==> src/sv/ucs_pkg.sv <==
package ucs_pkg;

	// one character of the URL
	typedef struct packed {
		logic [7:0] in_byte;
		logic       in_last;
	} char_t;

	// one tagged character; summary fields are nonzero only with last_out
	typedef struct packed {
		logic [7:0]  out_byte;
		logic [2:0]  role;
		logic        last_out;
		logic [1:0]  scheme_code;
		logic [15:0] port_number;
		logic        path_defaulted;
		logic [1:0]  error_code;
	} tag_t;

	localparam logic [2:0] ROLE_SCHEME = 3'd0;
	localparam logic [2:0] ROLE_SEP    = 3'd1;
	localparam logic [2:0] ROLE_HOST   = 3'd2;
	localparam logic [2:0] ROLE_PORT   = 3'd3;
	localparam logic [2:0] ROLE_PATH   = 3'd4;

	localparam logic [1:0] SC_HTTP  = 2'd0;
	localparam logic [1:0] SC_HTTPS = 2'd1;
	localparam logic [1:0] SC_FILE  = 2'd2;
	localparam logic [1:0] SC_OTHER = 2'd3;

	localparam logic [1:0] ERR_NONE    = 2'd0;
	localparam logic [1:0] ERR_NO_SEP  = 2'd1;
	localparam logic [1:0] ERR_NO_PORT = 2'd2;

	localparam logic [7:0] CH_COLON = 8'h3A;
	localparam logic [7:0] CH_SLASH = 8'h2F;
	localparam logic [7:0] CH_ZERO  = 8'h30;
	localparam logic [7:0] CH_NINE  = 8'h39;

	localparam logic [15:0] PORT_HTTP  = 16'd80;
	localparam logic [15:0] PORT_HTTPS = 16'd443;
	localparam logic [15:0] PORT_MAX   = 16'hFFFF;

endpackage

==> src/sv/url_component_splitter_core.sv <==
// URL component splitter. Takes a URL one character per transaction on the
// char channel (in_last on the final character) and returns each character,
// in order, on the tag channel with its role: scheme, separator, host, port
// or path. The final transaction of a URL carries the scheme class (http,
// https, file, other), the parsed or default port, the defaulted-path flag
// and an error code; those fields read zero on all other transactions.
// A candidate ':' and '/' of "://" is held back and emitted later, so one
// character yields zero to three tag transactions. Results enter a
// four-entry result queue in the cycle after the character is taken; the
// queue drains one transaction per cycle while tag_stall is low. The block
// takes one character per cycle while at most one result is queued, so
// plain host and path characters stream at one per cycle with tag_stall
// low; the character that completes "://" or flushes a held ':' and '/'
// adds two or three results and raises char_stall until at most one is
// queued. char_stall is decoded from the queue count alone, not tag_stall.
module url_component_splitter_core (
	input  logic          clk,
	input  logic          arst_n,
	input  logic          char_valid,
	output logic          char_stall,
	input  ucs_pkg::char_t char_data,
	output logic          tag_valid,
	input  logic          tag_stall,
	output ucs_pkg::tag_t  tag_data
);
	import ucs_pkg::*;

	// parse phase codes
	localparam logic [1:0] PH_SCHEME = 2'd0;
	localparam logic [1:0] PH_HOST   = 2'd1;
	localparam logic [1:0] PH_PORT   = 2'd2;
	localparam logic [1:0] PH_PATH   = 2'd3;

	typedef struct packed {
		logic [2:0] match;
		logic [2:0] len;
	} sch_t;

	// expected character of each candidate scheme at a position
	function automatic logic [2:0] cand_hit(input logic [2:0] pos, input logic [7:0] b);
		logic [2:0] hit;
		hit = 3'b000;
		unique case (pos)
			3'd0: begin
				hit[0] = (b == 8'h68);
				hit[1] = (b == 8'h68);
				hit[2] = (b == 8'h66);
			end
			3'd1: begin
				hit[0] = (b == 8'h74);
				hit[1] = (b == 8'h74);
				hit[2] = (b == 8'h69);
			end
			3'd2: begin
				hit[0] = (b == 8'h74);
				hit[1] = (b == 8'h74);
				hit[2] = (b == 8'h6C);
			end
			3'd3: begin
				hit[0] = (b == 8'h70);
				hit[1] = (b == 8'h70);
				hit[2] = (b == 8'h65);
			end
			3'd4: begin
				hit[1] = (b == 8'h73);
			end
			default: begin
				hit = 3'b000;
			end
		endcase
		return hit;
	endfunction

	function automatic sch_t sch_step(input sch_t s, input logic [7:0] b);
		sch_t r;
		r.match = s.match & cand_hit(s.len, b);
		r.len   = (s.len == 3'd7) ? s.len : s.len + 3'd1;
		return r;
	endfunction

	function automatic logic [1:0] sch_class(input sch_t s);
		logic [1:0] c;
		if (s.match[0] && s.len == 3'd4) begin
			c = SC_HTTP;
		end else if (s.match[1] && s.len == 3'd5) begin
			c = SC_HTTPS;
		end else if (s.match[2] && s.len == 3'd4) begin
			c = SC_FILE;
		end else begin
			c = SC_OTHER;
		end
		return c;
	endfunction

	function automatic tag_t mk_tag(input logic [7:0] b, input logic [2:0] role);
		tag_t t;
		t = '0;
		t.out_byte = b;
		t.role     = role;
		return t;
	endfunction

	// parser state
	logic [1:0]  phase_q;
	logic [1:0]  held_q;
	sch_t        sch_q;
	logic [15:0] port_q;
	logic        port_dig_q;
	logic        port_stop_q;
	logic        path_q;

	// result queue
	tag_t        fifo_q [4];
	logic [1:0]  wr_ptr_q;
	logic [1:0]  rd_ptr_q;
	logic [2:0]  count_q;

	logic        take;
	logic        pop;

	logic [1:0]  phase_n;
	logic [1:0]  held_n;
	sch_t        sch_n;
	logic [15:0] port_n;
	logic        port_dig_n;
	logic        port_stop_n;
	logic        path_n;
	tag_t        res [3];
	logic [1:0]  nres;
	logic [19:0] port_mac;
	logic [1:0]  sc;
	logic [7:0]  b;
	logic        last;

	assign b    = char_data.in_byte;
	assign last = char_data.in_last;

	// next character only while at most one result is queued: room for three
	assign char_stall = (count_q > 3'd1);
	assign take       = char_valid && !char_stall;

	assign tag_valid = (count_q != 3'd0);
	assign tag_data  = fifo_q[rd_ptr_q];
	assign pop       = tag_valid && !tag_stall;

	assign port_mac = {1'b0, port_q, 3'b000} + {3'b000, port_q, 1'b0} + {12'd0, b - CH_ZERO};

	always_comb begin
		phase_n     = phase_q;
		held_n      = held_q;
		sch_n       = sch_q;
		port_n      = port_q;
		port_dig_n  = port_dig_q;
		port_stop_n = port_stop_q;
		path_n      = path_q;
		res[0]      = '0;
		res[1]      = '0;
		res[2]      = '0;
		nres        = 2'd0;
		sc          = SC_OTHER;

		unique case (phase_q)
			PH_SCHEME: begin
				if (held_q == 2'd2 && b == CH_SLASH) begin
					res[0] = mk_tag(CH_COLON, ROLE_SEP);
					res[1] = mk_tag(CH_SLASH, ROLE_SEP);
					res[2] = mk_tag(CH_SLASH, ROLE_SEP);
					nres   = 2'd3;
					held_n = 2'd0;
					if (sch_class(sch_q) == SC_FILE) begin
						phase_n = PH_PATH;
						path_n  = 1'b1;
					end else begin
						phase_n = PH_HOST;
					end
				end else if (held_q == 2'd1 && b == CH_SLASH && !last) begin
					held_n = 2'd2;
				end else begin
					// failed match: held bytes go out as scheme bytes first
					if (held_q != 2'd0) begin
						sch_n     = sch_step(sch_n, CH_COLON);
						res[nres] = mk_tag(CH_COLON, ROLE_SCHEME);
						nres      = nres + 2'd1;
					end
					if (held_q == 2'd2) begin
						sch_n     = sch_step(sch_n, CH_SLASH);
						res[nres] = mk_tag(CH_SLASH, ROLE_SCHEME);
						nres      = nres + 2'd1;
					end
					held_n = 2'd0;
					if (b == CH_COLON && !last) begin
						held_n = 2'd1;
					end else begin
						sch_n     = sch_step(sch_n, b);
						res[nres] = mk_tag(b, ROLE_SCHEME);
						nres      = nres + 2'd1;
					end
				end
			end
			PH_HOST: begin
				nres = 2'd1;
				if (b == CH_SLASH) begin
					phase_n = PH_PATH;
					path_n  = 1'b1;
					res[0]  = mk_tag(b, ROLE_PATH);
				end else if (b == CH_COLON) begin
					phase_n = PH_PORT;
					res[0]  = mk_tag(b, ROLE_PORT);
				end else begin
					res[0]  = mk_tag(b, ROLE_HOST);
				end
			end
			PH_PORT: begin
				nres = 2'd1;
				if (b == CH_SLASH) begin
					phase_n = PH_PATH;
					path_n  = 1'b1;
					res[0]  = mk_tag(b, ROLE_PATH);
				end else begin
					if (!port_stop_q && b >= CH_ZERO && b <= CH_NINE) begin
						port_n     = (port_mac > 20'(PORT_MAX)) ? PORT_MAX : port_mac[15:0];
						port_dig_n = 1'b1;
					end else begin
						port_stop_n = 1'b1;
					end
					res[0] = mk_tag(b, ROLE_PORT);
				end
			end
			PH_PATH: begin
				nres   = 2'd1;
				res[0] = mk_tag(b, ROLE_PATH);
			end
			default: begin
				nres = 2'd0;
			end
		endcase

		// summary on the final result of the URL, then back to reset state
		if (last && nres != 2'd0) begin
			res[nres - 2'd1].last_out = 1'b1;
			if (phase_n == PH_SCHEME) begin
				res[nres - 2'd1].scheme_code = SC_OTHER;
				res[nres - 2'd1].error_code  = ERR_NO_SEP;
			end else begin
				sc = sch_class(sch_n);
				res[nres - 2'd1].scheme_code = sc;
				if (sc != SC_FILE) begin
					res[nres - 2'd1].path_defaulted = !path_n;
					if (port_dig_n) begin
						res[nres - 2'd1].port_number = port_n;
					end else if (phase_n == PH_PORT || port_stop_n) begin
						res[nres - 2'd1].error_code = ERR_NO_PORT;
					end else begin
						res[nres - 2'd1].port_number = (sc == SC_HTTP) ? PORT_HTTP : PORT_HTTPS;
					end
				end
			end
			phase_n     = PH_SCHEME;
			held_n      = 2'd0;
			sch_n.match = 3'b111;
			sch_n.len   = 3'd0;
			port_n      = '0;
			port_dig_n  = 1'b0;
			port_stop_n = 1'b0;
			path_n      = 1'b0;
		end
	end

	always_ff @(posedge clk or negedge arst_n) begin
		if (!arst_n) begin
			phase_q     <= PH_SCHEME;
			held_q      <= 2'd0;
			sch_q.match <= 3'b111;
			sch_q.len   <= 3'd0;
			port_q      <= '0;
			port_dig_q  <= 1'b0;
			port_stop_q <= 1'b0;
			path_q      <= 1'b0;
		end else if (take) begin
			phase_q     <= phase_n;
			held_q      <= held_n;
			sch_q       <= sch_n;
			port_q      <= port_n;
			port_dig_q  <= port_dig_n;
			port_stop_q <= port_stop_n;
			path_q      <= path_n;
		end
	end

	// queue pointers and fill count
	always_ff @(posedge clk or negedge arst_n) begin
		if (!arst_n) begin
			wr_ptr_q <= 2'd0;
			rd_ptr_q <= 2'd0;
			count_q  <= 3'd0;
		end else begin
			if (take) begin
				wr_ptr_q <= wr_ptr_q + nres;
			end
			if (pop) begin
				rd_ptr_q <= rd_ptr_q + 2'd1;
			end
			count_q <= count_q + (take ? {1'b0, nres} : 3'd0) - {2'b00, pop};
		end
	end

	// queue payload, up to three entries written per taken character
	always_ff @(posedge clk) begin
		for (int i = 0; i < 3; i++) begin
			if (take && 2'(i) < nres) begin
				fifo_q[wr_ptr_q + 2'(i)] <= res[i];
			end
		end
	end

endmodule

==> config.mk <==
export PLATFORM = sky130hd
export DESIGN_NAME = url_component_splitter_core
export DESIGN_NICKNAME = d
export VERILOG_FILES = /design/src/sv/ucs_pkg.sv /design/src/sv/url_component_splitter_core.sv
export SDC_FILE = /design/constraint.sdc
export NUM_CORES = 1
export LEC_CHECK = 0
export ABC_CLOCK_PERIOD_IN_PS = 7600
export BUFFER_PORTS_ARGS = -buffer_cell sky130_fd_sc_hd__buf_2
export CORE_ASPECT_RATIO = 1.1
export CORE_MARGIN = 3
export CORE_UTILIZATION = 61
export DETAILED_ROUTE_END_ITERATION = 8
export HOLD_SLACK_MARGIN = 0.03
export PLACE_DENSITY = 0.79
export SLEW_MARGIN = 30
export SYNTH_ARGS = -nofsm -noshare
export SYNTH_HDL_FRONTEND = slang
export SYNTH_SLANG_ARGS = --single-unit
==> constraint.sdc <==
create_clock -name clk -period 7.6 [get_ports clk]
set_input_delay 0.38 -clock clk [delete_from_list [all_inputs] [get_ports clk]]
set_output_delay 0.38 -clock clk [all_outputs]
set_load 0.05 [all_outputs]
==> impl_results.md, run 1 <==
* Status: completed
* Vias per Instance at 6.83
* TritonCTS buffer count at 17
* H-tree levels at 4
* Hold Violations, Final at 0
* Y dimension of the die at 143 um
* Die X at 131 um
* Number of search-and-repair iterations in the first detailed-routing pass at 6
* Period utilization at 71.5%
* Number of cells produced by synthesis at 958
* Violation count after the first detailed-routing iteration at 1,058
* Remaining design rule violation count at 0
* Critical Path Source Type: flop
* Critical path peak fanout at 17
* Gates resized, CTS repair at 0
* Gpl congestion at 0.977
* Flop and latch count out of synthesis at 168
* Slowest Stage Delay on Critical Path at 0.64 ns
* Nets at 1,059
* Number of enable flip-flop cells after synthesis at 132
* Non-Filler Cell Area, Final at 11,500 um2
* Setup crit end kind: flop
* Dominant register cell in the synthesized netlist: sky130_fd_sc_hd__edfxtp_1
* Unrepaired setup endpoints after global routing: no
* Source-to-sink clock delay at the later pin of the worst-skew pair at 0.43 ns
* Hold buffers post-CTS at 0
* CTS root buf: sky130_fd_sc_hd__clkbuf_16
* Synth Cell Area at 10,500 um2
* Fraction of registers with async set or reset after synthesis at 21.4%
* Antenna violations before repair at 0
* Number of global-route vias before repair at 8,090
* Wire length of the first global-routing pass at 43,500 um
* TritonCTS clock tree: yes
* Clock sink total at 168
* Start-to-end type of the worst setup path: reg2reg
* Wirelength, routed at 27,300 um
* Top cell family by delay on the critical path: compound AO/OA/AOI/OAI gates
* Post-synthesis cell type count at 87
* Overall track demand over capacity in global routing at 30.2%
* Worst-case clock buffer depth at 2
* Total count of max-transition violations in the final report at 0
* Overall die area at 18,800 um2
* Input/output buffers at 47
* Pwr Density at 340 nW/um2
* Number of buffers inserted by post-CTS setup repair at 0
* Slack of the worst reg-to-reg path at 2.16 ns
* Leak Pwr at 4.24 nW
* Maximum ir drop on the vdd rail at 0.193 mV
* Transition time of the tightest slew-check pin at 0.868 ns
* Critical path required time at 7.83 ns
* Buffering stage count on the worst path with inverters included at 1
* Count of yosys warnings during synthesis at 0
* Pin count of the biggest net entering global routing at 37
* Startpoint of the worst-slack reg-to-reg timing path: held_q[0]$_DFFE_PN0P_
* Sum of internal, switching and leakage power at 0.00392 W
* Total number of placement rows at 49
* Fraction of layout cells with a size suffix above 1 at 17.1%
* Antenna Violating Nets Remaining at 0
* Time the worst path needs with I/O delays and setup at 5.44 ns
* Overall via count from detail_route at 8,428
* Instance area after placement at 11,000 um2
* HPWL after DPL at 19,400 um
* Area of the core region at 16,600 um2
* Cells traversed along the worst timing path: a2bb2oi_1 > mux2_2 > ha_1 > nor4bb_1 > nor4_1 > o2bb2ai_1 > inv_1 > ha_1 > nor3b_1 > o32a_1 > o41a_1 > a2bb2oi_1 > nor2_1 > a221oi_4 > nand2_2 > o311ai_1
* Headroom to the max-slew limit at 41.6%
* Ant. Diodes at 0
* CP max stage cell: sky130_fd_sc_hd__dfrtp_1
* Net count after synthesis at 1,025
* Sequential share of the synthesized area at 46.5%
* Global route total overflow at 0
* Mapped Avg Cell Area at 10.9 um2
* Maximum Capacitance Violations at 0
* Max Fclk at 0.184 GHz
* Number of failing setup endpoints in the final timing report at 0
* Drt wl/cell at 22.1 um
* # IOs at 48
* Area growth from synthesis to layout at 10.1%
* Worst Setup SP: held_q[0]$_DFFE_PN0P_
* Setup Total Neg Slack at 0 ns
* Initial standard-cell utilization of the core at 63.0%
* Worst Hold Class: in2async
* Worst endpoint data arrival time at 5.67 ns
* Clk slew on worst S/H paths at 0.07 ns
* Worst clock skew at 0.00681 ns
==> cell type report <==
class	count	area [um2]
clock buffer	19	433
clock inverter	13	95.1
fill	1188	5080
inverter	35	131
multi-input combinational	705	5300
sequential	168	4870
tap	229	287
timing repair buffer	65	418
==> per-layer routing <==
| metal | GRT usage, % | vias up | part of all wire, % |
|---|---|---|---|
| met2 | 46.7 | 499 | 47 |
| met3 | 6.36 | 116 | 9.7 |
| met4 | 14.0 | 0 | 4.5 |
| met1 | 41.0 | 4075 | 39 |
| li1 | - | 3738 | - |
| met5 | 0 | - | 0 |
==> logic make-up (layout without fill, tap and decap cells) <==
kind of cell               after synthesis  count (layout)  share of synthesized area (%)
adders and majority gates               56              56                           7.14
DFF                                    168             168                           46.5
AOI/OAI and AO/OA                      264             264                           17.6
muxes                                   39              39                           7.74
and+or+nand+nor                        325             325                           15.8
xor gates and xnor gates                21              21                           1.76
buffers and inverters                   85             132                           3.45
==> layout by cell type (no fill, tap or decap), types with 4 or more instances in the layout <==
cell	instances
sky130_fd_sc_hd__nor2_1	125
sky130_fd_sc_hd__o22ai_1	18
sky130_fd_sc_hd__o31ai_1	5
sky130_fd_sc_hd__o2111ai_1	4
sky130_fd_sc_hd__o211ai_2	4
sky130_fd_sc_hd__buf_4	15
sky130_fd_sc_hd__nor3_1	13
sky130_fd_sc_hd__edfxtp_1	132
sky130_fd_sc_hd__a31oi_1	5
sky130_fd_sc_hd__a2111o_1	4
sky130_fd_sc_hd__clkbuf_16	17
sky130_fd_sc_hd__a21o_1	5
sky130_fd_sc_hd__nand2_1	80
sky130_fd_sc_hd__nand4_4	4
sky130_fd_sc_hd__or3_1	4
sky130_fd_sc_hd__a21oi_1	78
sky130_fd_sc_hd__o211ai_1	5
sky130_fd_sc_hd__nand3b_1	4
sky130_fd_sc_hd__o21ai_1	5
sky130_fd_sc_hd__fa_1	7
sky130_fd_sc_hd__buf_2	47
sky130_fd_sc_hd__o22a_1	6
sky130_fd_sc_hd__nand2b_1	6
sky130_fd_sc_hd__mux4_2	33
sky130_fd_sc_hd__o221ai_1	28
sky130_fd_sc_hd__nand4_1	4
sky130_fd_sc_hd__a211oi_1	10
sky130_fd_sc_hd__inv_1	34
sky130_fd_sc_hd__xor2_1	6
sky130_fd_sc_hd__or2_2	4
sky130_fd_sc_hd__nor2b_1	13
sky130_fd_sc_hd__xnor2_1	15
sky130_fd_sc_hd__nand3_1	21
sky130_fd_sc_hd__o21ai_0	43
sky130_fd_sc_hd__o21a_1	6
sky130_fd_sc_hd__o311ai_1	5
sky130_fd_sc_hd__and2_1	12
sky130_fd_sc_hd__dfrtp_1	32
sky130_fd_sc_hd__ha_1	47
==> path summary, 6_finish.rpt <==
kind	to	depth (start not counted)
max in group asynchronous	rd_ptr_q[0]$_DFFE_PN0P_	1
max	fifo_q[0][11]$_DFFE_PP_	16
min reg2reg	count_q[2]$_DFF_PN0_	1
min	rd_ptr_q[1]$_DFFE_PN0P_	1
min in group clk	rd_ptr_q[1]$_DFFE_PN0P_	4
max reg2reg	fifo_q[0][11]$_DFFE_PP_	16
==> cells in the mapped netlist, types with 4 or more instances <==
master	instances	share of area [%]
sky130_fd_sc_hd__a2111o_1	4	0.43
sky130_fd_sc_hd__a211oi_1	11	0.79
sky130_fd_sc_hd__a21o_1	5	0.36
sky130_fd_sc_hd__a21oi_1	78	3.7
sky130_fd_sc_hd__a31oi_1	5	0.30
sky130_fd_sc_hd__and2_1	12	0.72
sky130_fd_sc_hd__buf_1	7	0.25
sky130_fd_sc_hd__buf_2	7	0.33
sky130_fd_sc_hd__clkbuf_1	32	1.1
sky130_fd_sc_hd__dfrtp_1	33	7.9
sky130_fd_sc_hd__edfxtp_1	132	38
sky130_fd_sc_hd__fa_1	7	1.3
sky130_fd_sc_hd__ha_1	47	5.6
sky130_fd_sc_hd__inv_1	34	1.2
sky130_fd_sc_hd__mux4_2	33	7.1
sky130_fd_sc_hd__nand2_1	80	2.9
sky130_fd_sc_hd__nand2b_1	6	0.36
sky130_fd_sc_hd__nand3_1	21	1.0
sky130_fd_sc_hd__nand3b_1	4	0.29
sky130_fd_sc_hd__nand4_1	4	0.24
sky130_fd_sc_hd__nand4_4	4	0.81
sky130_fd_sc_hd__nor2_1	127	4.6
sky130_fd_sc_hd__nor2b_1	13	0.78
sky130_fd_sc_hd__nor3_1	13	0.62
sky130_fd_sc_hd__o2111ai_1	4	0.33
sky130_fd_sc_hd__o211ai_1	5	0.36
sky130_fd_sc_hd__o211ai_2	4	0.48
sky130_fd_sc_hd__o21a_1	6	0.43
sky130_fd_sc_hd__o21ai_0	43	2.1
sky130_fd_sc_hd__o21ai_1	6	0.29
sky130_fd_sc_hd__o221ai_1	28	2.3
sky130_fd_sc_hd__o22a_1	6	0.50
sky130_fd_sc_hd__o22ai_1	18	1.1
sky130_fd_sc_hd__o311ai_1	5	0.42
sky130_fd_sc_hd__o31ai_1	6	0.43
sky130_fd_sc_hd__or2_2	4	0.24
sky130_fd_sc_hd__or3_1	4	0.24
sky130_fd_sc_hd__xnor2_1	15	1.3
sky130_fd_sc_hd__xor2_1	6	0.50
==> worst register-to-register path: cells and delay by family (launching register included) <==
family | cells | cell delay [ns]
buffers and inverters | 1 | 0.14
AND/OR/NAND/NOR | 5 | 1.03
AO/OA/AOI/OAI | 7 | 2.53
flip-flops | 1 | 0.64
multiplexers | 1 | 0.38
adder cells (fa/ha/maj) | 2 | 0.50
==> metrics by stage <==
| step | hold slack (ns) | cells | setup slack [ns] | util [%] |
|---|---|---|---|---|
| 2_1_floorplan | 0.0844 | 958 | 2.48 | - |
| 3_3_place_gp | 0.481 | 1199 | 2.56 | 65.7 |
| 3_5_place_dp | 0.490 | 1202 | 2.30 | 66.2 |
| 4_1_cts | 0.0752 | 1234 | 2.23 | 69.4 |
| 5_1_grt | 0.111 | 1234 | 1.82 | 69.4 |
| 6_report | 0.0344 | 1234 | 2.16 | 69.4 |
==> power by group <==
part	total, W	internal (W)	leakage (nW)	switching (W)
Combinational	0.00186	0.000598	2.29	0.00126
Clock	0.000792	0.000420	0.251	0.000372
Sequential	0.00127	0.00118	1.70	0.0000891
==> registers in the layout (all words and copies together) (netlist names) <==
register / count
fifo_q: 132
port_q: 16
sch_q: 6
count_q: 3
held_q: 2
phase_q: 2
rd_ptr_q: 2
wr_ptr_q: 2
path_q: 1
port_dig_q: 1
port_stop_q: 1
Power figures use the tool's default switching activity.
==> run 2, diff against run 1 <==
ABC_CLOCK_PERIOD_IN_PS = 5170   (was 7600)
clock period = 5.17 ns   (was 7.6 ns; I/O delays follow)
==> run 2 against run 1 <==
Sequential power is 48% higher. Critical path type unchanged. Clock skew is 0.0020 ns higher. Die area stayed put. Register-to-register slack worse by 1.9 ns. First-iteration DRC count is 7.8% higher. Critical endpoint is now fifo_q[3][19]$_DFFE_PP_. Total power is 54% higher. Maximum frequency is 11% higher. Global-route usage is 0.069 points lower. Wire length is 1.0% higher. Largest power group unchanged. Sequential cell count stayed put. Sequential share of layout area is 0.87 points lower.
==> impl_results.md, run 2 (same netlist as run 1, synthesis figures left out) <==
* Time the worst path needs with I/O delays and setup at 4.90 ns
* Wire length of the first global-routing pass at 43,500 um
* Worst clock skew at 0.00882 ns
* Startpoint of the worst-slack reg-to-reg timing path: sch_q[0]$_DFFE_PN0P_
* Worst Hold Class: in2reg
* Headroom to the max-slew limit at 34.6%
* CTS root buf: sky130_fd_sc_hd__clkbuf_16
* Wirelength, routed at 27,600 um
* Cell depth of the worst hold path at 3
* Gpl congestion at 0.951
* Share of power burned in combinational logic at 46.0%
* Period utilization at 94.7%
* Pin count of the biggest net entering global routing at 37
* Maximum ir drop on the vdd rail at 0.258 mV
* Layer with the highest usage after global routing: met2
* Nets at 1,071
* Net load switching power at 0.00255 W
* Transition time of the tightest slew-check pin at 0.971 ns
* Global route total overflow at 0
* Met2 usage in global routing at 46.7%
* Number of failing setup endpoints in the final timing report at 0
* # IOs at 48
* Slack of the worst reg-to-reg path at 0.27 ns
* Antenna violations before repair at 0
* Cell depth of the worst flop-to-flop path at 16
* Min-Delay Endpoint: rd_ptr_q[0]$_DFFE_PN0P_
* Initial standard-cell utilization of the core at 63.0%
* H-tree levels at 4
* Origin of the worst min-delay path: tag_stall
* Max Fclk at 0.204 GHz
* Sum of internal, switching and leakage power at 0.00604 W
* Ant. Diodes at 0
* Worst-case clock buffer depth at 2
* Top register by number of flip-flops: fifo_q
* Pre-CTS setup slack at 0.207 ns
* Total count of max-transition violations in the final report at 0
* Area growth from synthesis to layout at 12.4%
* Most frequent cells in the layout: 132 x sky130_fd_sc_hd__edfxtp_1, 125 x sky130_fd_sc_hd__nor2_1, 80 x sky130_fd_sc_hd__nand2_1
* Clock sink total at 168
* Clock Power Share at 22.9%
* Seq pwr share at 31.1%
* Total internal power at 0.00348 W
* Combined area of the multi-input logic cells at 5340 um2
* Vias per Instance at 6.74
* Regs by FF count: fifo_q x132, port_q x16, sch_q x6
* Remaining design rule violation count at 0
* Overall via count from detail_route at 8,403
* Sequential cell area at 4870 um2
* TritonCTS clock tree: yes
* Overall track demand over capacity in global routing at 30.1%
* Number of global-route vias before repair at 8,097
* Leak Pwr at 4.36 nW
* Fraction of layout cells with a size suffix above 1 at 18.9%
* Status: completed
* Critical path peak fanout at 7
* Hold Violations, Final at 0
* Max FFs per register at 132
* Start-to-end type of the worst setup path: reg2reg
* HPWL after DPL at 19,300 um
* Most common cell after layout, fill and taps aside: sky130_fd_sc_hd__edfxtp_1
* Antenna Violating Nets Remaining at 0
* Worst endpoint data arrival time at 5.06 ns
* Clk slew on worst S/H paths at 0.07 ns
* Setup crit end kind: flop
* Total number of placement rows at 49
* Input/output buffers at 47
* Post-route worst setup slack at 0.272 ns
* Critical path required time at 5.34 ns
* Met1 Resource Use GR at 41.4%
* Violation count after the first detailed-routing iteration at 1,140
* Sw Share at 42.3%
* Source-to-sink clock delay at the later pin of the worst-skew pair at 0.44 ns
* Number of search-and-repair iterations in the first detailed-routing pass at 7
* Maximum Capacitance Violations at 0
* Critical Path Source Type: flop
* Area of the core region at 16,600 um2
* Y dimension of the die at 143 um
* Filler cells at 1,172
* Die X at 131 um
* GR Util met3 at 6.95%
* TritonCTS buffer count at 17
* FF-to-FF End: fifo_q[3][19]$_DFFE_PP_
* Overall die area at 18,800 um2
* Drt wl/cell at 22.1 um
* Pwr Density at 513 nW/um2
run 2: cell types whose count changed in the layout (fill, tap and decap cells not counted), sizes merged:
cell / change
bufinv: +4
dlygate4sd3: +1
buf: +11
clkinvlp: -3
clkbuf: -2
clkinv: -1
inv: +2
run 2: stage by stage:
step	instance area, um2	instances	hold WS, ns	TNS, ns	utilization [%]
final	11800	1246	0.134	0	70.9
after global routing	11800	1246	0.147	-0.0374	70.9
after CTS	11700	1243	0.131	0	70.4
after detailed placement	11000	1210	0.418	0	66.5
after global placement	11000	1210	0.426	0	66.4
after floorplan	10500	958	-0.0371	0	-
run 2: worst max-delay path by stage:
stage                     cells after the start                 endpoint                   from  slack, ns
after floorplan                              10   fifo_q[0][0]$_DFFE_PP_  held_q[1]$_DFFE_PN0P_       0.13
after global placement                       17  fifo_q[2][11]$_DFFE_PP_   sch_q[0]$_DFFE_PN0P_       0.45
after detailed placement                     16  fifo_q[1][13]$_DFFE_PP_   sch_q[0]$_DFFE_PN0P_       0.21
after CTS                                    16  fifo_q[1][13]$_DFFE_PP_   sch_q[0]$_DFFE_PN0P_       0.15
after global routing                         17  fifo_q[1][11]$_DFFE_PP_   sch_q[0]$_DFFE_PN0P_      -0.04
final                                        16  fifo_q[3][19]$_DFFE_PP_   sch_q[0]$_DFFE_PN0P_       0.27
run 2: layout make-up:
type                    instances  share of cell area, %
clock buffers                  17                   3.61
clock inverters                15                   1.80
inverters                      35                   1.12
multi-input cells             705                   45.4
flip-flops and latches        168                   41.4
well taps                     229                   2.43
repair buffers                 77                   4.32
run 2: per-layer routing:
metal	vias up	wire length, um
met5	-	0
met1	4028	11000
met4	0	1050
met3	104	2570
li1	3764	-
met2	507	13000
run 2: power by group through the flow:
stage	logic, W	clock network [W]	registers (W)
final	0.00278	0.00138	0.00188
after global routing	0.00297	0.00144	0.00190
after CTS	0.00271	0.00138	0.00187
after detailed placement	0.00269	0	0.00190
after global placement	0.00266	0	0.00189
after floorplan	0.00214	0	0.00183
run 2: critical path, cell delays in order, from the launching register on:
cell	delay, ns
sky130_fd_sc_hd__dfrtp_1	0.43
sky130_fd_sc_hd__ha_1	0.29
sky130_fd_sc_hd__a2bb2oi_2	0.19
sky130_fd_sc_hd__mux2_2	0.37
sky130_fd_sc_hd__ha_1	0.24
sky130_fd_sc_hd__nor4bb_2	0.34
sky130_fd_sc_hd__nor4_1	0.09
sky130_fd_sc_hd__o2bb2ai_1	0.25
sky130_fd_sc_hd__inv_1	0.11
sky130_fd_sc_hd__ha_1	0.27
sky130_fd_sc_hd__o221a_1	0.16
sky130_fd_sc_hd__o211ai_1	0.34
sky130_fd_sc_hd__mux2i_4	0.14
sky130_fd_sc_hd__nor4_4	0.62
sky130_fd_sc_hd__nand2_1	0.11
sky130_fd_sc_hd__a21oi_1	0.55
sky130_fd_sc_hd__nor2_1	0.11
run 2: repair_timing:
action | CTS | global route
resized for setup | 0 | 11
setup endpoints to repair | 0 | 68
buffers inserted | 0 | 3
hold buffers | 1 | 0
hold endpoints to repair | 33 | 0
